### config.mk
export PLATFORM = sky130hd
export DESIGN_NAME = spi_slave_byte_sampler
export DESIGN_NICKNAME = d
export VERILOG_FILES = /design/src/rtl/core/ssbs_pkg.sv /design/src/rtl/core/ssbs_cfg.sv /design/src/rtl/core/spi_slave_byte_sampler.sv
export SDC_FILE = /design/constraint.sdc
export NUM_CORES = 1
export LEC_CHECK = 0
export BUFFER_PORTS_ARGS = -buffer_cell sky130_fd_sc_hd__clkbuf_2
export CAP_MARGIN = 20
export CORE_MARGIN = 1
export CORE_UTILIZATION = 40
export DETAILED_ROUTE_END_ITERATION = 16
export HOLD_SLACK_MARGIN = 0.12
export PLACE_DENSITY = 0.69
export SLEW_MARGIN = 10
export SYNTH_ARGS = -nofsm -noshare
export SYNTH_HDL_FRONTEND = slang
export SYNTH_SLANG_ARGS = --single-unit
export TNS_END_PERCENT = 10
### constraint.sdc
create_clock -name clk -period 4 [get_ports clk]
set_clock_uncertainty 0.15 [all_clocks]
set_input_delay 0.2 -clock clk [delete_from_list [all_inputs] [get_ports clk]]
set_output_delay 0.2 -clock clk [all_outputs]
set_load 0.01 [all_outputs]
### src/rtl/core/ssbs_pkg.sv
// ----------------------------------------------------------------------------
// ssbs_pkg: shared types and constants of the SPI peripheral byte sampler
// Pin position type, configuration register codes, and the sampler phase
// encoding used by the register bank and the top level.
// ----------------------------------------------------------------------------
package ssbs_pkg;

  // Bit position inside the 32-bit pin level word
  localparam int PinWordW = 32;
  localparam int PinPosW  = 5;
  typedef logic [PinPosW-1:0] pin_pos_t;

  // Configuration port
  localparam int CfgIdxW = 2;
  typedef enum logic [CfgIdxW-1:0] {
    CFG_CE    = 2'd0,
    CFG_CLOCK = 2'd1,
    CFG_DATA  = 2'd2
  } cfg_reg_t;

  localparam pin_pos_t CeBitReset    = 5'd0;
  localparam pin_pos_t ClockBitReset = 5'd1;
  localparam pin_pos_t DataBitReset  = 5'd2;

  // Pin roles handed from the register bank to the sampler
  typedef struct packed {
    pin_pos_t ce;
    pin_pos_t clock;
    pin_pos_t data;
  } pin_map_t;

  // Byte assembly
  localparam logic [3:0] ByteBits = 4'd8;
  localparam logic [2:0] TopBit   = 3'd7;

  // Sampler phase, one-hot
  typedef enum logic [2:0] {
    PH_SYNC      = 3'b001,
    PH_WAIT_LOW  = 3'b010,
    PH_WAIT_HIGH = 3'b100
  } phase_t;

endpackage

### src/rtl/core/ssbs_cfg.sv
// ----------------------------------------------------------------------------
// ssbs_cfg: pin role register bank
// Holds the bit positions of chip enable, serial clock and data-in; writes
// to an index past the last register are dropped.
// ----------------------------------------------------------------------------
module ssbs_cfg (
  input  logic                          clk,
  input  logic                          rst,
  input  logic                          cfg_write,
  input  logic [ssbs_pkg::CfgIdxW-1:0]  cfg_index,
  input  ssbs_pkg::pin_pos_t            cfg_data,
  output ssbs_pkg::pin_map_t            pin_map
);
  import ssbs_pkg::*;

  pin_map_t regs;

  // Update the addressed register on a write transfer
  always_ff @(posedge clk) begin
    if (rst) begin
      regs.ce    <= CeBitReset;
      regs.clock <= ClockBitReset;
      regs.data  <= DataBitReset;
    end else if (cfg_write) begin
      case (cfg_index)
        CFG_CE:    regs.ce    <= cfg_data;
        CFG_CLOCK: regs.clock <= cfg_data;
        CFG_DATA:  regs.data  <= cfg_data;
        default:   regs       <= regs;
      endcase
    end
  end

  assign pin_map = regs;

endmodule

### src/rtl/core/spi_slave_byte_sampler.sv
// ----------------------------------------------------------------------------
// spi_slave_byte_sampler: SPI mode 0 peripheral receiver on sampled pins
// Assembles MSB-first bytes from a stream of 32-bit GPIO level samples.
// ----------------------------------------------------------------------------
// Usage:
//   Sample channel: one pin_levels word per transfer (sample_valid,
//   sample_stall). Byte channel: one received_byte per completed byte
//   (byte_valid, byte_stall). Config channel: cfg_index selects chip enable
//   (0), clock (1) or data (2) position, cfg_data gives the bit position;
//   cfg_ready is always high. Write configuration only while idle.
//   Throughput: one sample per cycle while byte_stall does not hold a
//   waiting byte. A sample goes into an input register, then the step logic
//   updates the phase, bit count and shift byte and loads the byte register,
//   so a byte is offered from the byte register once the step has run on
//   the sample with its eighth rising clock edge.
//   Stall: while byte_stall holds a waiting byte, the input register stops
//   and sample_stall rises once it is occupied; one sample is buffered.
//   Reset: synchronous; clears both stages, phase to sync, bit count and
//   shift byte to zero, and the pin positions to 0, 1 and 2.
// ----------------------------------------------------------------------------
module spi_slave_byte_sampler (
  input  logic                          clk,
  input  logic                          rst,
  // sample channel
  input  logic                          sample_valid,
  output logic                          sample_stall,
  input  logic [ssbs_pkg::PinWordW-1:0] pin_levels,
  // byte channel
  output logic                          byte_valid,
  input  logic                          byte_stall,
  output logic [7:0]                    received_byte,
  // configuration channel
  input  logic                          cfg_valid,
  output logic                          cfg_ready,
  input  logic [ssbs_pkg::CfgIdxW-1:0]  cfg_index,
  input  ssbs_pkg::pin_pos_t            cfg_data
);
  import ssbs_pkg::*;

  pin_map_t              pin_map;
  logic                  s1_valid;
  logic [PinWordW-1:0]   s1_levels;
  logic                  advance;
  logic                  do_step;
  logic                  sample_take;

  phase_t                phase;
  phase_t                phase_next;
  logic [3:0]            bit_count;
  logic [3:0]            bit_count_next;
  logic [7:0]            shift_byte;
  logic [7:0]            shift_byte_next;
  logic [7:0]            byte_done;
  logic                  emit;
  logic                  ce_pin;
  logic                  clock_pin;
  logic                  data_pin;

  assign cfg_ready = 1'b1;

  ssbs_cfg u_cfg (
    .clk       (clk),
    .rst       (rst),
    .cfg_write (cfg_valid && cfg_ready),
    .cfg_index (cfg_index),
    .cfg_data  (cfg_data),
    .pin_map   (pin_map)
  );

  // Handshake: the step runs whenever the byte register is free or draining
  assign advance      = !byte_valid || !byte_stall;
  assign do_step      = s1_valid && advance;
  assign sample_stall = s1_valid && !advance;
  assign sample_take  = sample_valid && !sample_stall;

  // Input register
  always_ff @(posedge clk) begin
    if (rst) begin
      s1_valid <= 1'b0;
    end else if (sample_take) begin
      s1_valid <= 1'b1;
    end else if (advance) begin
      s1_valid <= 1'b0;
    end
  end

  always_ff @(posedge clk) begin
    if (sample_take) begin
      s1_levels <= pin_levels;
    end
  end

  // Pick the pin roles out of the held sample
  assign ce_pin    = s1_levels[pin_map.ce];
  assign clock_pin = s1_levels[pin_map.clock];
  assign data_pin  = s1_levels[pin_map.data];

  // Step: shift in data on each rising edge; chip enable clears the byte
  always_comb begin
    phase_next      = phase;
    bit_count_next  = bit_count;
    shift_byte_next = shift_byte;
    emit            = 1'b0;
    byte_done       = shift_byte;
    if (ce_pin) begin
      bit_count_next  = '0;
      shift_byte_next = '0;
    end else begin
      case (phase)
        PH_WAIT_HIGH: begin
          if (clock_pin) begin
            shift_byte_next[TopBit - bit_count[2:0]] = data_pin;
            bit_count_next = bit_count + 4'd1;
            phase_next     = PH_WAIT_LOW;
          end
        end
        PH_WAIT_LOW: begin
          if (!clock_pin) begin
            phase_next = PH_WAIT_HIGH;
          end
        end
        default: begin
          phase_next = clock_pin ? PH_WAIT_LOW : PH_WAIT_HIGH;
        end
      endcase
      // Emit a full byte and return to sync
      if (bit_count_next == ByteBits) begin
        emit            = 1'b1;
        byte_done       = shift_byte_next;
        phase_next      = PH_SYNC;
        bit_count_next  = '0;
        shift_byte_next = '0;
      end
    end
  end

  // Sampler state
  always_ff @(posedge clk) begin
    if (rst) begin
      phase      <= PH_SYNC;
      bit_count  <= '0;
      shift_byte <= '0;
    end else if (do_step) begin
      phase      <= phase_next;
      bit_count  <= bit_count_next;
      shift_byte <= shift_byte_next;
    end
  end

  // Byte register
  always_ff @(posedge clk) begin
    if (rst) begin
      byte_valid <= 1'b0;
    end else if (advance) begin
      byte_valid <= do_step && emit;
    end
  end

  always_ff @(posedge clk) begin
    if (do_step && emit) begin
      received_byte <= byte_done;
    end
  end

endmodule

==> results of run 1 <==
[power groups by stage]
stage / sequential [W] / combinational (W) / clock [W]
after floorplan: 0.000850 / 0.000111 / 0
after global placement: 0.000865 / 0.000146 / 0
after detailed placement: 0.000867 / 0.000149 / 0
after CTS: 0.000850 / 0.000179 / 0.000640
after global routing: 0.000855 / 0.000197 / 0.000673
final: 0.000851 / 0.000181 / 0.000629
[state kept, by name, summed over array words and instances, names as in the netlist]
signal         count
shift_byte         8
byte_valid         1
received_byte      8
u_cfg.pin_map     15
s1_levels         32
phase              3
s1_valid           1
bit_count          4
[final timing paths]
kind                                       start           endpoint  slack, ns  cells after the start
worst max register to register  u_cfg.pin_map[6]   received_byte[4]       0.62                      9
worst min-delay path                cfg_index[0]  u_cfg.pin_map[10]       0.12                      4
worst min register to register     shift_byte[5]   received_byte[5]       0.31                      0
worst max-delay path            u_cfg.pin_map[6]   received_byte[4]       0.62                      9
[metal layers]
| layer | part of all wire, % | global-route usage [%] | wire (um) | vias to the layer above |
|---|---|---|---|---|
| met5 | 0 | 0 | 0 | - |
| met4 | 1.7 | 5.97 | 139 | 0 |
| met3 | 4.8 | 5.01 | 396 | 14 |
| met2 | 49 | 30.8 | 4030 | 82 |
| met1 | 44 | 22.8 | 3660 | 1326 |
| li1 | - | - | - | 1343 |
[layout make-up]
cell class,count,area (um2)
fill,785,4210
sequential,72,1840
multi-input combinational,206,1720
timing repair buffer,96,683
tap,108,135
clock buffer,11,131
clock inverter,5,81.3
inverter,11,41.3
[stage by stage]
| stage | total power [W] | instance area [um2] | utilization, % |
|---|---|---|---|
| final | 0.00166 | 4640 | 52.4 |
| after global routing | 0.00173 | 4640 | 52.4 |
| after CTS | 0.00167 | 4630 | 52.3 |
| after detailed placement | 0.00102 | 4030 | 45.5 |
| after global placement | 0.00101 | 4030 | 45.5 |
| after floorplan | 0.000961 | 3700 | - |
[placed cells by master (no fill, tap or decap), types with 11 or more instances in the layout]
cell type / Yosys / layout
mux4_2: 12 / 12
clkbuf_2: 0 / 53
nor2_1: 35 / 35
inv_1: 11 / 11
dfxtp_1: 32 / 32
edfxtp_1: 40 / 40
dlygate4sd3_1: 0 / 39
a21oi_1: 15 / 15
mux2i_1: 36 / 36
nand2_1: 17 / 17
[critical path, stage by stage (launching register included)]
cell and delay, ns:
dfxtp_1 0.31, buf_4 0.27, mux2i_1 0.12, a22oi_1 0.18
and3_1 0.18, a31oi_1 0.08, a21oi_2 0.68, mux2_2 0.46
nor2_1 0.30, mux2_2 0.38
[kinds of logic (layout without fill, tap and decap cells)]
| logic type | count (synthesis) | count (layout) | synth area share [%] |
|---|---|---|---|
| compound gates | 53 | 53 | 11.2 |
| xor+xnor | 1 | 1 | 0.237 |
| fa+ha+maj | 1 | 1 | 0.338 |
| buf+inv | 31 | 123 | 3.75 |
| flops | 72 | 72 | 49.8 |
| mux | 60 | 60 | 21.9 |
| other cells | 1 | 1 | 0.101 |
| simple gates | 90 | 90 | 12.7 |
==> impl_metrics.yaml, run 1 <==
power:
  p_leak_nw: 1.74
  intPower_w: 0.00127
  power_switching_w: 0.000392
  powerDensity_nw_per_um2: 358
  p_sw_share_pct: 23.6
  ir_drop_mv: 0.165
  combPwrFrac_pct: 10.9
  clkPwrFrac_pct: 37.9
  seq_power_share_pct: 51.2
floorplanning:
  row_count: 34
  core-area_um2: 8850
  dieArea_um2: 9640
  die_w_um: 98.2
  ios: 55
  start_util_pct: 41.8
  die_y_um: 98.2
route:
  vias: 2765
  ant_nets: 0
  wl_um: 8230
  wl_per_cell_um: 16.2
  viasPerCell: 5.43
  drtPass1Iterations: 7
  drt_first_iter_violations: 191
  drcViolationCount: 0
clock_network:
  cts_setup_buffers: 0
  numCtsBuffers: 9
  cts.sink_count: 72
  cts_resized: 0
  h-tree-depth: 3
  cts_tree: "done"
  cts_root_buf: "clkbuf_8"
  clockBufferDepth: 2
  clk_pin_slew_ns: 0.08
  clock_latency_ns: 0.36
  holdBufCountCts: 39
finish:
  area_growth_pct: 25.3
  num-nets-final: 441
  layout-drive-gt1-share_pct: 25.7
  n_antenna_cell: 0
  instances_no_fill: 509
place:
  port_buffers: 53
  place.gp.congestion: 0.840
  placed_cells: 453
  dp_hpwl_um: 5590
  post-place-ws_ns: 0.625
critical_path:
  path_class: "reg -> reg"
  cp.arrival_ns: 3.34
  cp_max_fo: 19
  critPathRequiredTime_ns: 3.96
  end_kind: "flop"
  cp-start-kind: "flop"
synthesis:
  yosysTopAreaCell: "edfxtp_1"
  synth_cell_types: 53
  ys_seq_area_share_pct: 49.8
  syn_inst: 309
  synth.most_common_cell: "edfxtp_1"
  ys_seq_elements: 72
  synth-edff-count: 40
  synthTopCellsByArea: "edfxtp_1 (32%), dfxtp_1 (17%), mux2i_1 (9.7%)"
  syn-num-nets: 354
  synthTopCellsByCount: "edfxtp_1 (40), mux2i_1 (36), nor2_1 (35), dfxtp_1 (32), nand2_1 (17)"
  synth-async-reset-ratio_pct: 0
  synth_top_area_share_pct: 32.5
  syn_area_um2: 3700
  yosysWarnings: 0
  synth_flop_cell: "edfxtp_1"
  syn_area_per_cell_um2: 12.0
global_routing:
  grt_pass1_vias: 2791
  grt_max_degree: 33
  grt_overflow: 0
  grtUsageTotal_pct: 18.3
  grt_antenna_before_repair: 0
  grt_pass1_wl_um: 13600
sta:
  fmax_mhz: 296
  period_share_pct: 84.5
  finalSetupTns_ns: 0
  final_max_slew_viol_count: 0
  rsz0062_at_grt: "no"
  fin_ws_ns: 0.621
  setup_violations: 0
  whs_ns: 0.120
  tightest_slew_ns: 0.828
  period_needed_ns: 3.38
  hold_viol: 0
  relSlewSlack_pct: 44.8
worst_hold_path:
  hp-class: "in -> reg"
run_status:
  status: "complete, no violations"
flow_run:
  cap_violations: 0
No activity file was read; power rests on OpenSTA's default activity.
==> inputs of run 2 (changes only) <==
- PLACE_DENSITY: 0.69 -> 0.72
- clock period: 4 -> 3.03 ns (I/O delays scaled with it)
==> impl_metrics.yaml, run 2 (synthesis results as in run 1) <==
run_status:
  status: "finished with violations"
  violations: "design-rule violations"
power:
  powerDensity_nw_per_um2: 448
  p_leak_nw: 1.79
  combPwrFrac_pct: 12.0
  p_sw_share_pct: 24.4
  seq_power_share_pct: 53.0
  clkPwrFrac_pct: 35.0
  intPower_w: 0.00160
  power_switching_w: 0.000518
  ir_drop_mv: 0.268
critical_path:
  critPathRequiredTime_ns: 2.97
  end_kind: "flop"
  r2r_setup_slack_ns: 0.17
  reg2reg_from: "u_cfg.pin_map[0]"
  r2r_end: "received_byte[4]"
  cp.arrival_ns: 2.80
  cp-start-kind: "flop"
  cp_max_fo: 6
  r2r.worst_path.cells: 6
  path_class: "reg -> reg"
sta:
  rsz0062_at_grt: "no"
  final_max_slew_viol_count: 0
  setup_violations: 0
  period_needed_ns: 2.86
  tightest_slew_ns: 0.567
  relSlewSlack_pct: 62.2
  period_share_pct: 94.3
  fmax_mhz: 350
  hold_viol: 0
  finalSetupTns_ns: 0
floorplanning:
  ios: 55
  start_util_pct: 41.8
  die_y_um: 98.2
  core-area_um2: 8850
  die_w_um: 98.2
  row_count: 34
  dieArea_um2: 9640
finish:
  instances_no_fill: 522
  final_cell_mix: "clkbuf_2 (53), dlygate4sd3_1 (40), edfxtp_1 (40)"
  n_antenna_cell: 0
  largest_register_ffs: 32
  final_common_cell: "clkbuf_2"
  layout-drive-gt1-share_pct: 28.3
  regMostFlops: "s1_levels"
  area_growth_pct: 27.9
  num-nets-final: 454
global_routing:
  grt_max_degree: 33
  grt_pass1_vias: 2893
  grt_overflow: 0
  grt_pass1_wl_um: 14200
  grtUsageTotal_pct: 19.2
  grt_antenna_before_repair: 0
route:
  wl_per_cell_um: 16.6
  vias: 2890
  ant_nets: 0
  drt_first_iter_violations: 159
  drcViolationCount: 1
  viasPerCell: 5.54
  wl_um: 8660
  drtPass1Iterations: 13
place:
  dp_hpwl_um: 6010
  port_buffers: 53
  place.gp.congestion: 0.943
  placed_cells: 466
worst_hold_path:
  min_delay_path_depth: 5
  hp-class: "in -> reg"
  hp-start: "cfg_index[0]"
  holdPathEnd: "u_cfg.pin_map[11]"
clock_network:
  clockBufferDepth: 2
  cts_tree: "done"
  clk_pin_slew_ns: 0.07
  h-tree-depth: 3
  numCtsBuffers: 9
  clock_latency_ns: 0.35
  cts.sink_count: 72
  cts_root_buf: "clkbuf_8"
flow_run:
  cap_violations: 0
## run 2: metal layers
metal / part of all wire [%] / track usage, % / vias to the layer above
met5: 0 / 0 / -
met4: 2.2 / 7.81 / 0
met3: 5.8 / 4.58 / 18
met2: 49 / 31.5 / 117
met1: 43 / 24.4 / 1379
li1: - / - / 1376
## run 2: how the worst max path moves through the flow
| stage | startpoint | endpoint | slack [ns] | cells past startpoint |
|---|---|---|---|---|
| 2_1_floorplan | u_cfg.pin_map[0] | received_byte[4] | 0.04 | 6 |
| 3_3_place_gp | u_cfg.pin_map[10] | shift_byte[5] | 0.20 | 9 |
| 3_5_place_dp | u_cfg.pin_map[10] | shift_byte[0] | 0.11 | 9 |
| 4_1_cts | u_cfg.pin_map[10] | shift_byte[0] | 0.09 | 9 |
| 5_1_grt | u_cfg.pin_map[6] | received_byte[6] | 0.03 | 10 |
| 6_report | u_cfg.pin_map[0] | received_byte[4] | 0.17 | 6 |
## run 2: per-stage QoR
step / total power (W) / hold WS (ns) / worst slack (ns) / instance area [um2] / util, %
6_report: 0.00212 / 0.181 / 0.172 / 4730 / 53.5
5_1_grt: 0.00221 / 0.206 / 0.0254 / 4730 / 53.5
4_1_cts: 0.00213 / 0.173 / 0.0895 / 4730 / 53.5
3_5_place_dp: 0.00135 / 0.180 / 0.109 / 4140 / 46.8
3_3_place_gp: 0.00135 / 0.179 / 0.196 / 4140 / 46.8
2_1_floorplan: 0.00127 / 0.100 / 0.0385 / 3700 / -
## run 2: critical path: stages (launching register included)
cell	delay [ns]
dfxtp_1	0.34
buf_4	0.19
mux4_2	0.55
mux4_2	0.47
mux2_2	0.34
mux2_2	0.30
mux2_2	0.26
## run 2: layout make-up
type / instances / area (um2)
clock buffers: 11 / 131
repair buffers: 109 / 798
well taps: 108 / 135
fillers: 770 / 4120
inverters: 11 / 41.3
clock inverters: 5 / 58.8
flip-flops and latches: 72 / 1840
multi-input cells: 206 / 1730
## run 2: timing repair
item,4_1_cts,5_1_grt
endpoints found under the setup margin,0,8
hold endpoints to repair,50,0
hold buffers,40,0
buffers inserted,0,0
resized for setup,0,2
## run 2: power by group through the flow
stage	sequential, W	combinational (W)	clock, W
final	0.00112	0.000254	0.000742
after global routing	0.00113	0.000274	0.000811
after CTS	0.00112	0.000252	0.000757
after detailed placement	0.00114	0.000211	0
after global placement	0.00114	0.000206	0
after floorplan	0.00112	0.000147	0
